**src/rtl/bcds_pkg.sv**
```systemverilog
// Shared types and constants for the bus clock divider search core.
// Used by bus_clock_divider_search_core; no other dependencies.
package bcds_pkg;

   localparam int unsigned DIV_W = 32;
   localparam int unsigned CNT_W = 5;

   localparam logic [31:0] PRESCALE_HZ = 32'd20000000;
   localparam logic [31:0] ROUND_MHZ   = 32'd500000;
   localparam logic [31:0] ONE_MHZ     = 32'd1000000;
   localparam logic [21:0] RISE_MULT   = 22'd285;
   localparam logic [21:0] RISE_HALF   = 22'd500;
   localparam logic [31:0] RISE_DIV    = 32'd1000;
   localparam logic [11:0] FINE_BASE   = 12'd20;
   localparam logic [21:0] TARGET_RST  = 22'd100000;

   localparam logic [1:0] REG_WIDE_PRESCALER = 2'd0;
   localparam logic [1:0] REG_TARGET_SPEED   = 2'd1;

   localparam logic [1:0] STATUS_OK       = 2'd0;
   localparam logic [1:0] STATUS_TOO_FAST = 2'd1;
   localparam logic [1:0] STATUS_NO_STEP  = 2'd2;

   typedef enum logic [1:0] {
      ST_IDLE,
      ST_DIV,
      ST_RSP
   } state_type;

   typedef enum logic [2:0] {
      PH_PRE,
      PH_INT,
      PH_RISE1,
      PH_RISE2,
      PH_SPEED
   } phase_type;

endpackage

```
**src/rtl/bus_clock_divider_search_core.sv**
```systemverilog
// Bus clock divider search core: prescaler, internal clock, rise term, fine step search.
// Depends on bcds_pkg; one shared 32-bit restoring divider under a small sequencer.
// Sequence: 4 setup divisions (prescaler, internal clock, two for the rise term), then up to
// FINE_STEPS fine step search divisions; a too-fast request ends after the prescaler division.
// Throughput: one item at a time; req_ready returns the cycle after the result transfer.
// Reset: synchronous, active high; wide_prescaler to 0, target_speed_hz to 100000.
module bus_clock_divider_search_core
   import bcds_pkg::*;
#(
   parameter int unsigned FINE_STEPS = 64
) (
   input  logic        clock,
   input  logic        reset,
   input  logic        req_valid,
   output logic        req_ready,
   input  logic [31:0] req_clock_rate_hz,
   output logic        rsp_valid,
   input  logic        rsp_ready,
   output logic [1:0]  rsp_status,
   output logic [2:0]  rsp_prescaler,
   output logic [5:0]  rsp_fine_divider,
   output logic [8:0]  rsp_divider_word,
   output logic [31:0] rsp_achieved_speed_hz,
   input  logic        csr_we,
   input  logic [1:0]  csr_index,
   input  logic [21:0] csr_wdata
);

   localparam int unsigned KW = (FINE_STEPS > 1) ? $clog2(FINE_STEPS) : 1;
   localparam logic [KW-1:0] K_LAST = KW'(FINE_STEPS - 1);

   state_type        state_ff, state_in;
   phase_type        phase_ff, phase_in;
   logic [CNT_W-1:0] count_ff, count_in;
   logic [DIV_W-1:0] rem_ff, rem_in;
   logic [DIV_W-1:0] quo_ff, quo_in;
   logic [DIV_W-1:0] divisor_ff, divisor_in;
   logic [31:0]      clk_ff, clk_in;
   logic [2:0]       pre_ff, pre_in;
   logic [31:0]      internal_ff, internal_in;
   logic [11:0]      rise_ff, rise_in;
   logic [KW-1:0]    k_ff, k_in;

   logic             rsp_valid_ff, rsp_valid_in;
   logic [1:0]       rsp_status_ff, rsp_status_in;
   logic [2:0]       rsp_pre_ff, rsp_pre_in;
   logic [5:0]       rsp_fine_ff, rsp_fine_in;
   logic [8:0]       rsp_word_ff, rsp_word_in;
   logic [31:0]      rsp_speed_ff, rsp_speed_in;

   logic             wide_ff;
   logic [21:0]      target_ff;

   logic [DIV_W:0]   trial;
   logic [DIV_W+1:0] diff;
   logic             ge;
   logic [DIV_W-1:0] q_fin;
   logic             too_big;
   logic [21:0]      rise_prod;
   logic [KW-1:0]    k_next;
   logic [5:0]       k6;

   always_comb begin
      trial   = {rem_ff, quo_ff[DIV_W-1]};
      diff    = {1'b0, trial} - {2'b00, divisor_ff};
      ge      = ~diff[DIV_W+1];
      q_fin   = {quo_ff[DIV_W-2:0], ge};
      too_big = wide_ff ? (q_fin >= 32'd8) : (q_fin >= 32'd4);
      rise_prod = 22'(q_fin[12:0]) * RISE_MULT;
      k_next  = k_ff + KW'(1);
      k6      = 6'(k_ff);
   end

   always_comb begin
      state_in      = state_ff;
      phase_in      = phase_ff;
      count_in      = count_ff;
      rem_in        = rem_ff;
      quo_in        = quo_ff;
      divisor_in    = divisor_ff;
      clk_in        = clk_ff;
      pre_in        = pre_ff;
      internal_in   = internal_ff;
      rise_in       = rise_ff;
      k_in          = k_ff;
      rsp_valid_in  = rsp_valid_ff;
      rsp_status_in = rsp_status_ff;
      rsp_pre_in    = rsp_pre_ff;
      rsp_fine_in   = rsp_fine_ff;
      rsp_word_in   = rsp_word_ff;
      rsp_speed_in  = rsp_speed_ff;
      req_ready     = (state_ff == ST_IDLE);

      case (state_ff)
         ST_IDLE: begin
            if (req_valid) begin
               clk_in     = req_clock_rate_hz;
               quo_in     = req_clock_rate_hz;
               rem_in     = '0;
               divisor_in = PRESCALE_HZ;
               count_in   = '0;
               phase_in   = PH_PRE;
               state_in   = ST_DIV;
            end
         end
         ST_DIV: begin
            rem_in   = ge ? diff[DIV_W-1:0] : trial[DIV_W-1:0];
            quo_in   = q_fin;
            count_in = count_ff + CNT_W'(1);
            if (count_ff == '1) begin
               rem_in   = '0;
               count_in = '0;
               case (phase_ff)
                  PH_PRE: begin
                     if (too_big) begin
                        rsp_status_in = STATUS_TOO_FAST;
                        rsp_pre_in    = '0;
                        rsp_fine_in   = '0;
                        rsp_word_in   = '0;
                        rsp_speed_in  = '0;
                        rsp_valid_in  = 1'b1;
                        state_in      = ST_RSP;
                     end else begin
                        pre_in     = q_fin[2:0];
                        quo_in     = clk_ff;
                        divisor_in = 32'(q_fin[2:0]) + 32'd1;
                        phase_in   = PH_INT;
                     end
                  end
                  PH_INT: begin
                     internal_in = q_fin;
                     quo_in      = q_fin + ROUND_MHZ;
                     divisor_in  = ONE_MHZ;
                     phase_in    = PH_RISE1;
                  end
                  PH_RISE1: begin
                     quo_in     = 32'(rise_prod + RISE_HALF);
                     divisor_in = RISE_DIV;
                     phase_in   = PH_RISE2;
                  end
                  PH_RISE2: begin
                     rise_in    = q_fin[11:0];
                     k_in       = '0;
                     quo_in     = internal_ff;
                     divisor_in = 32'(FINE_BASE + q_fin[11:0]);
                     phase_in   = PH_SPEED;
                  end
                  PH_SPEED: begin
                     if (q_fin <= 32'(target_ff)) begin
                        rsp_status_in = STATUS_OK;
                        rsp_pre_in    = pre_ff;
                        rsp_fine_in   = k6;
                        rsp_word_in   = wide_ff ? ({k6, 3'b000} | {6'd0, pre_ff})
                                                : ({1'b0, k6, 2'b00} | {6'd0, pre_ff});
                        rsp_speed_in  = q_fin;
                        rsp_valid_in  = 1'b1;
                        state_in      = ST_RSP;
                     end else if (k_ff == K_LAST) begin
                        rsp_status_in = STATUS_NO_STEP;
                        rsp_pre_in    = pre_ff;
                        rsp_fine_in   = '0;
                        rsp_word_in   = '0;
                        rsp_speed_in  = '0;
                        rsp_valid_in  = 1'b1;
                        state_in      = ST_RSP;
                     end else begin
                        k_in       = k_next;
                        quo_in     = internal_ff;
                        divisor_in = 32'(FINE_BASE + (12'(k_next) << 3) + rise_ff);
                     end
                  end
                  default: begin
                     state_in = ST_IDLE;
                  end
               endcase
            end
         end
         ST_RSP: begin
            if (rsp_ready) begin
               rsp_valid_in = 1'b0;
               state_in     = ST_IDLE;
            end
         end
         default: begin
            state_in = ST_IDLE;
         end
      endcase
   end

   always_ff @(posedge clock) begin
      if (reset) begin
         state_ff     <= ST_IDLE;
         phase_ff     <= PH_PRE;
         count_ff     <= '0;
         rsp_valid_ff <= 1'b0;
      end else begin
         state_ff     <= state_in;
         phase_ff     <= phase_in;
         count_ff     <= count_in;
         rsp_valid_ff <= rsp_valid_in;
      end
   end

   always_ff @(posedge clock) begin
      rem_ff        <= rem_in;
      quo_ff        <= quo_in;
      divisor_ff    <= divisor_in;
      clk_ff        <= clk_in;
      pre_ff        <= pre_in;
      internal_ff   <= internal_in;
      rise_ff       <= rise_in;
      k_ff          <= k_in;
      rsp_status_ff <= rsp_status_in;
      rsp_pre_ff    <= rsp_pre_in;
      rsp_fine_ff   <= rsp_fine_in;
      rsp_word_ff   <= rsp_word_in;
      rsp_speed_ff  <= rsp_speed_in;
   end

   always_ff @(posedge clock) begin
      if (reset) begin
         wide_ff   <= 1'b0;
         target_ff <= TARGET_RST;
      end else if (csr_we) begin
         if (csr_index == REG_WIDE_PRESCALER) begin
            wide_ff <= csr_wdata[0];
         end else if (csr_index == REG_TARGET_SPEED) begin
            target_ff <= csr_wdata;
         end
      end
   end

   assign rsp_valid             = rsp_valid_ff;
   assign rsp_status            = rsp_status_ff;
   assign rsp_prescaler         = rsp_pre_ff;
   assign rsp_fine_divider      = rsp_fine_ff;
   assign rsp_divider_word      = rsp_word_ff;
   assign rsp_achieved_speed_hz = rsp_speed_ff;

`ifndef SYNTHESIS
   a_ready_excl: assert property (@(posedge clock) disable iff (reset)
      !(req_ready && rsp_valid))
      else $error("req_ready high while a result is pending");

   a_too_fast_zero: assert property (@(posedge clock) disable iff (reset)
      (rsp_valid && rsp_status == STATUS_TOO_FAST) |->
         (rsp_prescaler == 3'd0 && rsp_divider_word == 9'd0
          && rsp_achieved_speed_hz == 32'd0))
      else $error("too-fast result carries nonzero fields");

   a_div_runs: assert property (@(posedge clock) disable iff (reset)
      (state_ff == ST_DIV && count_ff != '1) |=> (state_ff == ST_DIV))
      else $error("division left before its last step");

   a_accept_starts: assert property (@(posedge clock) disable iff (reset)
      (req_valid && req_ready) |=> (state_ff == ST_DIV && phase_ff == PH_PRE
                                    && count_ff == '0))
      else $error("accepted transfer did not start the prescaler division");
`endif

endmodule
```
**config.mk**
```make
export PLATFORM = sky130hd
export DESIGN_NAME = bus_clock_divider_search_core
export DESIGN_NICKNAME = d
export VERILOG_FILES = /design/src/rtl/bcds_pkg.sv /design/src/rtl/bus_clock_divider_search_core.sv
export SDC_FILE = /design/constraint.sdc
export NUM_CORES = 1
export LEC_CHECK = 0
export ABC_AREA = 1
export BUFFER_PORTS_ARGS = -buffer_cell sky130_fd_sc_hd__buf_2
export CAP_MARGIN = 20
export CORE_ASPECT_RATIO = 0.8
export CORE_MARGIN = 1
export CORE_UTILIZATION = 55
export DETAILED_ROUTE_END_ITERATION = 6
export GPL_ROUTABILITY_DRIVEN = 0
export GPL_TIMING_DRIVEN = 0
export PLACE_DENSITY = 0.85
export SLEW_MARGIN = 20
export SYNTH_ARGS = -nofsm -noshare
export SYNTH_HDL_FRONTEND = slang
export SYNTH_SLANG_ARGS = --single-unit
```
**constraint.sdc**
```tcl
create_clock -name clock -period 26.6 [get_ports clock]
set_input_delay 1.33 -clock clock [delete_from_list [all_inputs] [get_ports clock]]
set_output_delay 1.33 -clock clock [all_outputs]
set_load 0.02 [all_outputs]
```
======== Word-level counts from Yosys, hierarchy flattened ========
Cells that the tools add are included.
operators by class
  add/subtract/negate cells ............... 9
  multipliers ............................. 1
  magnitude comparators ................... 3
  eq/ne operators ......................... 25
  multiplexer cells ....................... 65
  bitwise gates (word level) .............. 5
  reduce and logical (&&, ||, !) cells .... 21
operators with widths
  cell                                                  number
  2-to-1 mux 32 bit                                     16
  case mux 32 bit (5 select lines)                      2
  case mux 32 bit (2 select lines)                      4
  2-to-1 mux 9 bit                                      4
  subtractor 33 x 32 -> 34 bit                          1
  adder 32 x 19 -> 32 bit, second input constant        1
  >= comparator 32 x 3 -> 1 bit, second input constant  1
  >= comparator 32 x 4 -> 1 bit, second input constant  1
  <= comparator 32 x 22 -> 1 bit                        1
  2-to-1 mux 6 bit                                      5
  case mux 6 bit (2 select lines)                       2
  adder 22 x 9 -> 23 bit, second input constant         1
  multiplier 13 x 9 -> 22 bit, second input constant    1
  2-to-1 mux 3 bit                                      6
  case mux 9 bit (2 select lines)                       1
  2-to-1 mux 2 bit                                      8
  != test 3 bit, second input constant                  5
  AND reduction 5 bit                                   3
  != test 2 bit, second input constant                  7
  adder 10 x 12 -> 13 bit                               1
  adder 5 x 12 -> 13 bit, first input constant          1
  case mux 2 bit (3 select lines)                       2
  case mux 3 bit (2 select lines)                       2
  case mux 3 bit (4 select lines)                       1
  32 further kinds                                      52
storage, ports and cells
  bits in registers ....................... 267
  input bits .............................. 61
  output and inout bits ................... 54
  logic and storage cells ................. 148

======== Depth between registers and ports, before layout ========
  depth after elaboration ................. 8
  mapped depth ............................ 37
  gate-level depth less buffers ........... 36

======== Worst setup path before layout ========
Ideal clock, no wire load.
  path type ............................... register to register
  start point ............................. register divisor_ff[19]
  end point ............................... register rsp_speed_ff[0], in the netlist rsp_achieved_speed_hz[0], enable pin
  setup time .............................. 0.590 ns
  data arrival time ....................... 7.749 ns
  required time ........................... 26.010 ns
  setup slack ............................. 18.261 ns
  stages on the path, launching flop included .. 21
  path buffers ............................ 2
  period minus slack after synthesis ...... 8.339 ns
  path through ............................ edfxtp_1 > inv_1 > ha_1 > a21oi_1 > o21ai_0 > nand3_1 > nand2_1 > nor2_1 > nand2_4 > inv_1 > buf_2 > ha_1 > nand3_1 > o31ai_1 > nand2_1 > nand2_1 > nand2_1 > nand2_1 > a21oi_4 > buf_6 > nor4_1
on the way
  longest elaborated chain between the ends .. 6
  elaborated cells on any way between the ends .. 9
  those cells by class .................... add/sub: 1; order compare: 3; eq/ne: 2; mux: 1; bitwise: 1; reduce/logical: 1
ends and longest elaborated chain
  item                                                                                   RTL line                              RTL
  start, declared                                                                        bus_clock_divider_search_core.sv:37   logic [DIV_W-1:0] divisor_ff, divisor_in;
  start signal, assigned                                                                 bus_clock_divider_search_core.sv:207  divisor_ff <= divisor_in;
  subtractor 33 x 32 -> 34 bit (*)                                                       bus_clock_divider_search_core.sv:65   diff = {1'b0, trial} - {2'b00, divisor_ff};
  NOT 1 bit (*)                                                                          bus_clock_divider_search_core.sv:66   ge = ~diff[DIV_W+1];
  >= comparator 32 x 3 -> 1 bit / >= comparator 32 x 4 -> 1 bit (equally long branches)  bus_clock_divider_search_core.sv:68   too_big = wide_ff ? (q_fin >= 32'd8) : (q_fin >= 32'd4);
  2-to-1 mux 1 bit                                                                       bus_clock_divider_search_core.sv:68
  != test 2 bit (no source line)                                                         -
  AND reduction 5 bit (no source line) (*)                                               -
  end signal, assigned                                                                   bus_clock_divider_search_core.sv:217  rsp_speed_ff <= rsp_speed_in;
  end, declared                                                                          bus_clock_divider_search_core.sv:49   logic [31:0] rsp_speed_ff, rsp_speed_in;
Mark *: on every way between the ends. The rest lies on a longest branch, timed or not.
A chain may end at the register's enable or synchronous reset.

======== Final worst setup path ========
  start point ............................. register divisor_ff[19]
  end point ............................... register quo_ff[10] (data pin)
on the way
  longest elaborated chain between the ends .. 8
  elaborated cells on any way between the ends .. 14
  those cells by class .................... add/sub: 3; mul: 1; order compare: 3; mux: 6; bitwise: 1
ends and longest elaborated chain
  item                                                            RTL line                              RTL
  subtractor 33 x 32 -> 34 bit (*)                                bus_clock_divider_search_core.sv:65
  NOT 1 bit (*)                                                   bus_clock_divider_search_core.sv:66
  via ge                                                          bus_clock_divider_search_core.sv:56   logic ge;
  branches (longest 3 deep; another with adder 22 x 9 -> 23 bit)  -
  case mux 32 bit (5 select lines) (*)                            bus_clock_divider_search_core.sv:113  case (phase_ff)
  2-to-1 mux 32 bit (*)                                           bus_clock_divider_search_core.sv:110  if (count_ff == '1) begin
  case mux 32 bit (2 select lines) (*)                            bus_clock_divider_search_core.sv:94   case (state_ff)
  via quo_in[10]                                                  bus_clock_divider_search_core.sv:36   logic [DIV_W-1:0] quo_ff, quo_in;
  end signal, assigned                                            bus_clock_divider_search_core.sv:206  quo_ff <= quo_in;
  end, declared                                                   bus_clock_divider_search_core.sv:36
Mark *: on every way through the listed nets, which the timed path passes.

==> summary.txt <==
Status
  – Outcome: complete, but fails checks
  – Violations in the final reports: design-rule violations

Global routing
  – Met3 routing resource usage after global routing: 0.09651
  – Pin count of the biggest net entering global routing: 59
  – Met2 usage in global routing: 0.4936
  – Global route hottest layer: met2
  – Met1 track demand over resource in global routing: 0.4421
  – All-Layer GR Usage: 0.3322
  – Overflow left after global routing: 0
  – Global-route wire length before repair: 84.10 mm
  – Number of antenna violations at the first check in global routing: 0
  – Number of global-route vias before repair: 15630

Critical path
  – Element type at the critical path start: flop
  – Type of the setup path with the least slack: reg2reg
  – Beginning of the worst register-to-register path: divisor_ff[19]
  – Data required, critical path: 26.92 ns
  – Kind of cell adding the most delay to the critical path: adder cells
  – Critical path data arrival time: 7.23 ns
  – Slowest cell on the critical path: sky130_fd_sc_hd__fa_1
  – Crit-path most repeated cell: sky130_fd_sc_hd__nand2_1
  – Worst R2R Setup Slack: 19.68 ns
  – CP max stage delay: 0.64 ns
  – Cell depth of the worst flop-to-flop path: 27
  – Destination of the worst register-to-register timing path: quo_ff[10]
  – Number of buffers and inverters on the critical path: 5
  – Category of the worst setup path capture point: flop
  – CP Max Fanout: 15

Synthesis
  – Number of unique standard cell types used by synthesis: 58
  – Synthesized instance count: 2123
  – Top post-synthesis cells by area: sky130_fd_sc_hd__edfxtp_1 (37%), sky130_fd_sc_hd__ha_1 (11%), sky130_fd_sc_hd__nand2_1 (9.1%), sky130_fd_sc_hd__a21oi_1 (6.3%), sky130_fd_sc_hd__inv_1 (6.0%)
  – Most common cell in the synthesized netlist: sky130_fd_sc_hd__nand2_1
  – Primary flip-flop cell chosen by synthesis mapping: sky130_fd_sc_hd__edfxtp_1
  – Seq/Total Area, Yosys: 0.4106
  – Total number of yosys warnings: 0
  – Fraction of synthesis flops using an asynchronous set or reset pin: 0
  – Number of flip-flops and latches in the synthesized netlist: 251
  – Yosys top cell area share: 0.3718
  – Post-synthesis area per instance: 8.256 µm²
  – Post-synth EDFFs: 217
  – Synth cell count leaders: sky130_fd_sc_hd__nand2_1 (423), sky130_fd_sc_hd__inv_1 (282), sky130_fd_sc_hd__a21oi_1 (219), sky130_fd_sc_hd__edfxtp_1 (217), sky130_fd_sc_hd__nor2_1 (211)
  – Biggest area consumer among synthesized cells: sky130_fd_sc_hd__edfxtp_1
  – Post-synthesis cell area: 0.01753 mm²

Clocking
  – Root Driver: sky130_fd_sc_hd__clkbuf_16
  – Clock latency at the later pin of the worst-skew pair: 0.58 ns
  – CTS tree: built
  – TritonCTS buffer count: 26
  – Maximum clock insertion buffer count: 3
  – Total number of clock tree sinks: 251
  – Clock transition time at the flip-flop clock pins of the worst setup and hold paths: 0.08 ns
  – Setup Fix Bufs, Post-CTS: 0
  – Post-CTS Hold Fix Bufs: 0
  – Number of instances resized during post-cts repair: 0
  – H-Tree Depth: 1

Detailed routing
  – DRT Wirelength: 54.64 mm
  – Vias/cell: 6.063
  – Post-route DRC violation count: 23
  – Mean routed wirelength per cell: 20.05 µm
  – First DRT Iteration DRCs: 2470
  – Antenna violation net count after detailed routing: 0
  – Number of vias after detailed routing: 16520
  – Iteration count of the initial detailed-routing pass: 7

Timing
  – Final Hold Violating Endpoints: 0
  – Max-slew violation count: 0
  – Ratio of final minimum period to clock period: 0.2600
  – Maximum operating frequency: 0.1446 GHz
  – Final critical path time including I/O delays and setup: 6.916 ns
  – Tightest Pin Transition: 0.9902 ns
  – Final count of negative-setup-slack endpoints: 0
  – Total negative slack for setup checks: 0 ns
  – Post-route clock skew: 0.01564 ns
  – RSZ-0062 raised after global routing: no
  – Worst slew margin relative to its limit: 0.3399

Die
  – Boundary Pins: 115
  – Starting density of the core: 0.5578
  – Number of rows created at floorplan: 58
  – Die Ht: 161.7 µm
  – Die extent in x: 201.6 µm
  – Total die area: 0.03259 mm²
  – Core ar.: 0.03142 mm²

Placement
  – Port Buf Inserts: 114
  – Hpwl dp: 40.45 mm

Layout
  – Net count, final: 2530
  – FF+latch area: 0.007197 mm²
  – Area overhead of the layout relative to synthesis: 12.49%
  – Area used by multi-input combinational logic: 0.009012 mm²
  – Fill count: 2586
  – Ant diodes: 0
  – Ratio of cells with drive above 1 in the final layout: 0.1011

Min path
  – Cell depth of the worst min-delay path: 0
  – Hold Path Sink: internal_ff[22]
  – Hold_sp: quo_ff[21]
  – Worst hold path type: reg2reg

Job
  – Max Cap Violations: 0
[routing by layer]
layer | vias up | part of all wire
met2 | 1260 | 0.41
met5 | - | 0.0014
met1 | 7455 | 0.38
met3 | 300 | 0.15
met4 | 2 | 0.061
li1 | 7506 | -
[worst reg2reg max path, stage by stage, from the launching register on]
cell                        delay (ns)
sky130_fd_sc_hd__edfxtp_1         0.36
sky130_fd_sc_hd__inv_1            0.18
sky130_fd_sc_hd__ha_1             0.33
sky130_fd_sc_hd__a21oi_1          0.26
sky130_fd_sc_hd__o21ai_0          0.15
sky130_fd_sc_hd__nand3_1          0.14
sky130_fd_sc_hd__nand2_1          0.07
sky130_fd_sc_hd__nor2_1           0.41
sky130_fd_sc_hd__nand2_4          0.20
sky130_fd_sc_hd__clkbuf_2         0.44
sky130_fd_sc_hd__fa_1             0.64
sky130_fd_sc_hd__inv_1            0.06
sky130_fd_sc_hd__fa_1             0.53
sky130_fd_sc_hd__inv_1            0.06
sky130_fd_sc_hd__fa_1             0.47
sky130_fd_sc_hd__ha_1             0.33
sky130_fd_sc_hd__ha_1             0.35
sky130_fd_sc_hd__inv_1            0.11
sky130_fd_sc_hd__o21bai_1         0.09
sky130_fd_sc_hd__a31oi_1          0.23
sky130_fd_sc_hd__nand2_1          0.13
sky130_fd_sc_hd__or2_2            0.29
sky130_fd_sc_hd__nand3_1          0.12
sky130_fd_sc_hd__o2111ai_1        0.13
sky130_fd_sc_hd__a21oi_1          0.36
sky130_fd_sc_hd__nand2_1          0.10
sky130_fd_sc_hd__nand2_1          0.07
sky130_fd_sc_hd__nand2_1          0.06
[sequential cells by signal (all words and copies together), names as in the netlist, 2 cells and up]
signal and cells:
clk_ff 32, internal_ff 32, quo_ff 32, rem_ff 32
rsp_achieved_speed_hz 32, target_ff 22, divisor_ff 16, rise_ff 12
rsp_divider_word 9, k6 6, rsp_fine_divider 6, count_ff 5
phase_ff 3, pre_ff 3, rsp_prescaler 3, rsp_status 2
state_ff 2
[per-stage QoR]
| stage | setup slack [ns] | hold WS [ns] | util | std cells | instance area (µm²) |
|---|---|---|---|---|---|
| after floorplan | 18.26 | 0.4206 | - | 2132 | 17560 |
| after global placement | 15.27 | 0.4327 | 0.5937 | 2666 | 18660 |
| after detailed placement | 19.77 | 0.4456 | 0.5984 | 2677 | 18800 |
| after CTS | 19.75 | 0.4519 | 0.6272 | 2725 | 19710 |
| after global routing | 19.37 | 0.4753 | 0.6274 | 2725 | 19720 |
| final | 19.68 | 0.4514 | 0.6274 | 2725 | 19720 |
[cell type report]
cell class | count | area share
timing repair buffer | 125 | 0.03516
sequential | 251 | 0.3650
clock inverter | 8 | 0.003935
inverter | 291 | 0.05553
multi-input combinational | 1529 | 0.4571
tap | 420 | 0.02665
buffer | 61 | 0.01453
clock buffer | 40 | 0.04201
[cell usage in the layout, fill, tap and decap left out, types with 7 or more instances in the layout]
master | netlist | layout
sky130_fd_sc_hd__nor4_1 | 9 | 8
sky130_fd_sc_hd__nand3_1 | 117 | 117
sky130_fd_sc_hd__clkbuf_16 | 0 | 30
sky130_fd_sc_hd__xnor2_1 | 13 | 13
sky130_fd_sc_hd__fa_1 | 34 | 34
sky130_fd_sc_hd__nand2_1 | 423 | 423
sky130_fd_sc_hd__or2_2 | 10 | 10
sky130_fd_sc_hd__ha_1 | 150 | 150
sky130_fd_sc_hd__buf_2 | 9 | 128
sky130_fd_sc_hd__a21oi_1 | 219 | 219
sky130_fd_sc_hd__o211ai_1 | 14 | 14
sky130_fd_sc_hd__inv_1 | 282 | 280
sky130_fd_sc_hd__conb_1 | 1 | 10
sky130_fd_sc_hd__nand4_1 | 33 | 33
sky130_fd_sc_hd__clkbuf_1 | 41 | 46
sky130_fd_sc_hd__nand2_2 | 9 | 9
sky130_fd_sc_hd__edfxtp_1 | 217 | 217
sky130_fd_sc_hd__dfxtp_1 | 34 | 34
sky130_fd_sc_hd__xor2_1 | 17 | 17
sky130_fd_sc_hd__a21o_1 | 8 | 8
sky130_fd_sc_hd__nor2_1 | 211 | 209
sky130_fd_sc_hd__a31oi_1 | 9 | 9
sky130_fd_sc_hd__o21bai_1 | 7 | 7
sky130_fd_sc_hd__nor3_1 | 39 | 38
sky130_fd_sc_hd__o21ai_0 | 126 | 126
[logic make-up (layout without fill, tap and decap cells)]
logic type / count (synthesis) / count (layout) / share of synthesized area
buf+inv: 352 / 525 / 0.07860
other cells: 1 / 10 / 0.0002140
fa+ha+maj: 184 / 184 / 0.1459
flops: 251 / 251 / 0.4106
compound gates: 416 / 416 / 0.1299
simple gates: 889 / 889 / 0.2197
xor+xnor: 30 / 30 / 0.01499
[worst max path at each step]
stage                        start                   endpoint  slack (ns)  cells past startpoint
CTS                 divisor_ff[19]                 quo_ff[10]       19.75                     27
detailed placement  divisor_ff[19]                 quo_ff[10]       19.77                     27
floorplan           divisor_ff[19]   rsp_achieved_speed_hz[0]       18.26                     20
finish              divisor_ff[19]                 quo_ff[10]       19.68                     27
global route        divisor_ff[19]                 quo_ff[13]       19.37                     32
global placement    divisor_ff[19]  rsp_achieved_speed_hz[23]       15.27                     20
Power is left out: the tool's default activity adds up to more than one toggle a clock period on the data nets, which glitch-free logic cannot reach.
